### src/sv/skn_pkg.sv
package skn_pkg;

   localparam int STATE_WORDS   = 16;
   localparam int ROUND_COUNT   = 80;
   localparam int POSITION_BITS = 32;
   localparam int KEY_WORDS     = STATE_WORDS + 1;
   localparam int FIFO_DEPTH    = 4;

   localparam logic [63:0] KS_PARITY  = 64'h1BD1_1BDA_A9FC_1A22;
   localparam logic [63:0] FLAG_FIRST = 64'h4000_0000_0000_0000;
   localparam logic [63:0] FLAG_FINAL = 64'h8000_0000_0000_0000;
   localparam logic [63:0] TYPE_CFG   = 64'd4 << 56;
   localparam logic [63:0] TYPE_MSG   = 64'd48 << 56;
   localparam logic [63:0] TYPE_OUT   = 64'd63 << 56;
   localparam logic [63:0] CFG_WORD0  = 64'h0000_0001_3341_4853;
   localparam logic [63:0] CFG_WORD1  = 64'd1024;
   localparam logic [63:0] CFG_T0     = 64'd32;
   localparam logic [63:0] OUT_T0     = 64'd8;

   typedef logic [63:0] word_type;
   typedef logic [STATE_WORDS-1:0][63:0] block_type;

   typedef struct packed {
      logic [63:0] word;
      logic [3:0]  count;
      logic        last;
   } entry_type;

   typedef struct packed {
      logic        start;
      logic [63:0] t0;
      logic [63:0] t1;
   } tf_req_type;

   function automatic logic [5:0] rot_amount(input logic [2:0] d, input logic [2:0] i);
      logic [5:0] r;
      r = 6'd0;
      case (d)
         3'd0: case (i)
            3'd0: r = 6'd24; 3'd1: r = 6'd13; 3'd2: r = 6'd8;  3'd3: r = 6'd47;
            3'd4: r = 6'd8;  3'd5: r = 6'd17; 3'd6: r = 6'd22; default: r = 6'd37;
         endcase
         3'd1: case (i)
            3'd0: r = 6'd38; 3'd1: r = 6'd19; 3'd2: r = 6'd10; 3'd3: r = 6'd55;
            3'd4: r = 6'd49; 3'd5: r = 6'd18; 3'd6: r = 6'd23; default: r = 6'd52;
         endcase
         3'd2: case (i)
            3'd0: r = 6'd33; 3'd1: r = 6'd4;  3'd2: r = 6'd51; 3'd3: r = 6'd13;
            3'd4: r = 6'd34; 3'd5: r = 6'd41; 3'd6: r = 6'd59; default: r = 6'd17;
         endcase
         3'd3: case (i)
            3'd0: r = 6'd5;  3'd1: r = 6'd20; 3'd2: r = 6'd48; 3'd3: r = 6'd41;
            3'd4: r = 6'd47; 3'd5: r = 6'd28; 3'd6: r = 6'd16; default: r = 6'd25;
         endcase
         3'd4: case (i)
            3'd0: r = 6'd41; 3'd1: r = 6'd9;  3'd2: r = 6'd37; 3'd3: r = 6'd31;
            3'd4: r = 6'd12; 3'd5: r = 6'd47; 3'd6: r = 6'd44; default: r = 6'd30;
         endcase
         3'd5: case (i)
            3'd0: r = 6'd16; 3'd1: r = 6'd34; 3'd2: r = 6'd56; 3'd3: r = 6'd51;
            3'd4: r = 6'd4;  3'd5: r = 6'd53; 3'd6: r = 6'd42; default: r = 6'd41;
         endcase
         3'd6: case (i)
            3'd0: r = 6'd31; 3'd1: r = 6'd44; 3'd2: r = 6'd47; 3'd3: r = 6'd46;
            3'd4: r = 6'd19; 3'd5: r = 6'd42; 3'd6: r = 6'd44; default: r = 6'd25;
         endcase
         default: case (i)
            3'd0: r = 6'd9;  3'd1: r = 6'd48; 3'd2: r = 6'd35; 3'd3: r = 6'd52;
            3'd4: r = 6'd23; 3'd5: r = 6'd31; 3'd6: r = 6'd37; default: r = 6'd20;
         endcase
      endcase
      return r;
   endfunction

   function automatic logic [3:0] perm_index(input logic [3:0] i);
      logic [3:0] p;
      case (i)
         4'd0: p = 4'd0;   4'd1: p = 4'd9;   4'd2: p = 4'd2;   4'd3: p = 4'd13;
         4'd4: p = 4'd6;   4'd5: p = 4'd11;  4'd6: p = 4'd4;   4'd7: p = 4'd15;
         4'd8: p = 4'd10;  4'd9: p = 4'd7;   4'd10: p = 4'd12; 4'd11: p = 4'd3;
         4'd12: p = 4'd14; 4'd13: p = 4'd5;  4'd14: p = 4'd8;  default: p = 4'd1;
      endcase
      return p;
   endfunction

endpackage

### src/sv/skn_fifo.sv
module skn_fifo (
   input  logic                clock,
   input  logic                reset,
   input  logic                push,
   input  skn_pkg::entry_type  push_entry,
   output logic                full,
   input  logic                pop,
   output skn_pkg::entry_type  head_entry,
   output logic                head_valid
);

   localparam int AW = $clog2(skn_pkg::FIFO_DEPTH);

   skn_pkg::entry_type mem_ff [skn_pkg::FIFO_DEPTH];
   logic [AW-1:0] wr_ff, wr_in, rd_ff, rd_in;
   logic [AW:0]   cnt_ff, cnt_in;

   assign full       = (cnt_ff == (AW+1)'(skn_pkg::FIFO_DEPTH));
   assign head_valid = (cnt_ff != '0);
   assign head_entry = mem_ff[rd_ff];

   always_comb begin
      wr_in  = wr_ff;
      rd_in  = rd_ff;
      cnt_in = cnt_ff;
      if (push && !full) begin
         wr_in = wr_ff + 1'b1;
      end
      if (pop && head_valid) begin
         rd_in = rd_ff + 1'b1;
      end
      cnt_in = cnt_ff + (AW+1)'(push && !full) - (AW+1)'(pop && head_valid);
   end

   always_ff @(posedge clock) begin
      if (reset) begin
         wr_ff  <= '0;
         rd_ff  <= '0;
         cnt_ff <= '0;
      end else begin
         wr_ff  <= wr_in;
         rd_ff  <= rd_in;
         cnt_ff <= cnt_in;
      end
      if (push && !full) begin
         mem_ff[wr_ff] <= push_entry;
      end
   end

endmodule

### src/sv/skn_front.sv
module skn_front (
   input  logic                clock,
   input  logic                reset,
   input  logic                in_valid,
   output logic                in_ready,
   input  logic [63:0]         in_word,
   input  logic [3:0]          in_count,
   input  logic                in_last,
   input  logic                pop,
   output skn_pkg::entry_type  head_entry,
   output logic                head_valid
);

   skn_pkg::entry_type ent;
   logic               full;
   logic [3:0]         cnt;

   // clamp count to eight, zero the bytes past it
   always_comb begin
      cnt = (in_count > 4'd8) ? 4'd8 : in_count;
      ent.count = cnt;
      ent.last  = in_last;
      for (int b = 0; b < 8; b++) begin
         ent.word[8*b +: 8] = (4'(b) < cnt) ? in_word[8*b +: 8] : 8'h00;
      end
   end

   assign in_ready = !full;

   skn_fifo u_fifo (
      .clock      (clock),
      .reset      (reset),
      .push       (in_valid),
      .push_entry (ent),
      .full       (full),
      .pop        (pop),
      .head_entry (head_entry),
      .head_valid (head_valid)
   );

endmodule

### config.mk
export PLATFORM = sky130hd
export DESIGN_NAME = skn_front
export DESIGN_NICKNAME = d
export VERILOG_FILES = /design/src/sv/skn_pkg.sv /design/src/sv/skn_fifo.sv /design/src/sv/skn_front.sv
export SDC_FILE = /design/constraint.sdc
export NUM_CORES = 1
export LEC_CHECK = 0
export BUFFER_PORTS_ARGS = -buffer_cell sky130_fd_sc_hd__buf_2
export CAP_MARGIN = 20
export CORE_ASPECT_RATIO = 0.6
export CORE_MARGIN = 5
export CORE_UTILIZATION = 40
export DETAILED_ROUTE_END_ITERATION = 7
export PLACE_DENSITY = 0.6
export RECOVER_POWER = 25
export SYNTH_ARGS = -nofsm -noshare
export SYNTH_HDL_FRONTEND = slang
export SYNTH_SLANG_ARGS = --single-unit
### constraint.sdc
create_clock -name clock -period 7.28 [get_ports clock]
set_clock_uncertainty 0.2 [all_clocks]
set_input_delay 2.184 -clock clock [delete_from_list [all_inputs] [get_ports clock]]
set_output_delay 2.184 -clock clock [all_outputs]
set_load 0.005 [all_outputs]
==> results.py <==
metrics = {
    "sta": {
        "relSlewSlack": -0.389,
        "fin_crit_sh": 0.724,
        "post-route-min-period_ps": 5270,
        "fmax_mhz": 190,
        "setup_viol": 0,
        "tns_ps": 0,
        "grt_setup_unrepaired": "false",
        "maxSlewViolCount": 26,
        "setup_slack_ps": 2010,
        "whs_ps": 325,
        "hold_viol": 0,
        "tightestPinTransition_ps": 2080,
    },
    "run_status": {
        "violations": "capacitance limit, slew limit",
        "status": "finished with violations",
    },
    "clocking": {
        "clk_pin_slew_worst_paths_ps": 60,
        "clock_latency_ps": 520,
        "clock_path_buffers": 3,
        "cts_setup_buffers": 0,
        "cts-hold-fix-buffers": 0,
        "htree_num_levels": 1,
        "cts_tree": "yes",
        "cts_sinks": 285,
        "cts_root_buffer": "clkbuf_16",
        "numCtsBuffers": 27,
        "cts_resized": 0,
    },
    "global_route": {
        "grt_usage": 0.142,
        "first_global_vias": 5679,
        "grt_max_degree": 70,
        "grt_pass1_wl_mm": 34.2,
        "grt_overflow": 0,
        "antenna_found_initial": 3,
    },
    "routing": {
        "drc_errors": 0,
        "dr.pass1.iters": 4,
        "via_per_inst": 5.05,
        "routedWlPerCell_um": 21.6,
        "drt-initial-drc-count": 301,
        "antenna_left": 0,
        "vias": 5180,
        "totalWireLength_mm": 22.2,
    },
    "worst_setup_path": {
        "max_stage_delay_ps": 960,
        "reg2reg_from": "u_fifo.cnt_ff[1]",
        "path_cells": "buf_4, mux4_2, buf_2",
        "worst-path-buf-inv": 2,
        "critPathArrivalTime_ps": 2890,
        "worstSetupPathType": "reg2out",
        "critPathLaunchType": "flop",
        "setup.worst_path.end_class": "output pin",
        "cp.required_ps": 4900,
        "crit_fanout": 44,
        "crit_family": "flip-flops",
        "slowest_stage": "dfxtp_4",
    },
    "cells_and_area": {
        "layout_commonest_cell": "edfxtp_1",
        "drive_above_1_share": 0.385,
        "nets": 727,
        "diodes": 0,
        "design_area_um2": 12900,
        "layout_common_cells": "edfxtp_1, buf_2, mux4_2",
        "syn2layout_area_growth_pct": 17.9,
    },
    "power": {
        "power_density_nw_per_um2": 335,
        "report.power.total_mw": 4.32,
        "ir_drop_mv": 0.165,
        "p_leak_nw": 4.35,
    },
    "placed_design": {
        "place_ws_ps": 2450,
        "hpwl_mm": 13.1,
        "gp_congestion": 0.780,
        "place_area_um2": 12000,
        "io_buffer_count": 143,
    },
    "synth": {
        "syn_nets": 569,
        "syn_avg_cell_area_um2": 22.4,
        "syn_inst": 489,
        "ys_ff_latch": 285,
        "ys_seq_area_frac": 0.774,
        "yosysUniqueCellTypes": 31,
        "synth_warnings": 0,
        "syn_area_um2": 10900,
    },
    "worst_hold_path": {
        "hold_start": "u_fifo.rd_ff[1]",
        "min_path_type": "reg2reg",
    },
    "floorplanning": {
        "boundaryPins": 144,
        "die_w_um": 223,
        "start_util": 0.410,
        "rows": 46,
        "core_um2": 26600,
        "dieArea_um2": 30900,
        "die_h_um": 138,
    },
    "job": {
        "cap_violations": 1,
    },
}
-- through the flow --
step,std cells,util
after global routing,1025,0.484
after global placement,973,0.450
after CTS,1020,0.480
final,1025,0.484
after detailed placement,973,0.450
after floorplan,489,-
-- power breakdown --
part	internal, mW	total (mW)	switching [mW]	leakage, nW
clock	0.745	1.31	0.563	0.405
combinational	0.470	0.858	0.388	1.31
sequential	2.01	2.15	0.140	2.63
-- logic make-up after synthesis --
family | Yosys count | share of synthesized area
compound gates | 7 | 0.00504
xor+xnor | 3 | 0.00240
fa+ha+maj | 7 | 0.00870
buf+inv | 26 | 0.0150
flops | 285 | 0.774
mux | 71 | 0.144
simple gates | 90 | 0.0503
-- Yosys cell counts --
library cell,number,share of area
or3_1,1,0.00057
buf_12,2,0.0037
nor4_2,1,0.0011
o311ai_0,1,0.00080
buf_6,1,0.0010
buf_4,6,0.0041
and2_1,13,0.0074
inv_1,5,0.0017
a21oi_1,1,0.00046
dfxtp_1,9,0.016
o21a_1,1,0.00069
fa_1,1,0.0018
mux2i_1,1,0.00092
ha_1,6,0.0069
edfxtp_1,276,0.76
xnor2_1,1,0.00080
nor2_1,10,0.0034
xor2_1,2,0.0016
a21boi_2,1,0.0010
and2b_1,9,0.0062
o31a_1,1,0.00080
buf_2,3,0.0014
mux4_2,69,0.14
nand2_1,1,0.00034
a31oi_1,1,0.00057
clkbuf_1,9,0.0031
nor3_1,2,0.00092
mux2_2,1,0.0010
a211oi_1,1,0.00069
nand2b_1,2,0.0011
nor2b_1,51,0.029
-- area by class of cell --
type                    instances  area [um2]
flip-flops and latches        285        8480
clock buffers                  30         687
well taps                     360         450
repair buffers                150         831
multi-input cells             178        2300
clock inverters                17         129
inverters                       5        18.8
fillers                      2189       13800
-- final timing paths --
check	cells past startpoint	slack, ps	endpoint
max reg2reg	4	3430	u_fifo.mem_ff[1][30]
min	2	330	u_fifo.rd_ff[1]
min reg2reg	2	330	u_fifo.rd_ff[1]
max	3	2010	head_entry[15]
-- routing by layer --
metal	wire length (um)	up-vias	GRT usage
li1	-	2302	-
met1	9950	2704	0.197
met2	10400	138	0.229
met3	1470	30	0.0451
met4	318	6	0.0209
met5	44	-	0
-- registers in the layout, summed over array words and instances, names as in the netlist, named ones only --
name,cells
u_fifo.mem_ff,276
u_fifo.wr_ff,2
u_fifo.cnt_ff,3
u_fifo.rd_ff,2
-- worst reg2reg max path, cell delays in order, from the launching register on --
cell and delay, ps:
dfxtp_1 450, nor2_1 90, a21boi_0 740, and2_0 1640, buf_16 350
No activity file was read; power rests on OpenSTA's default activity.
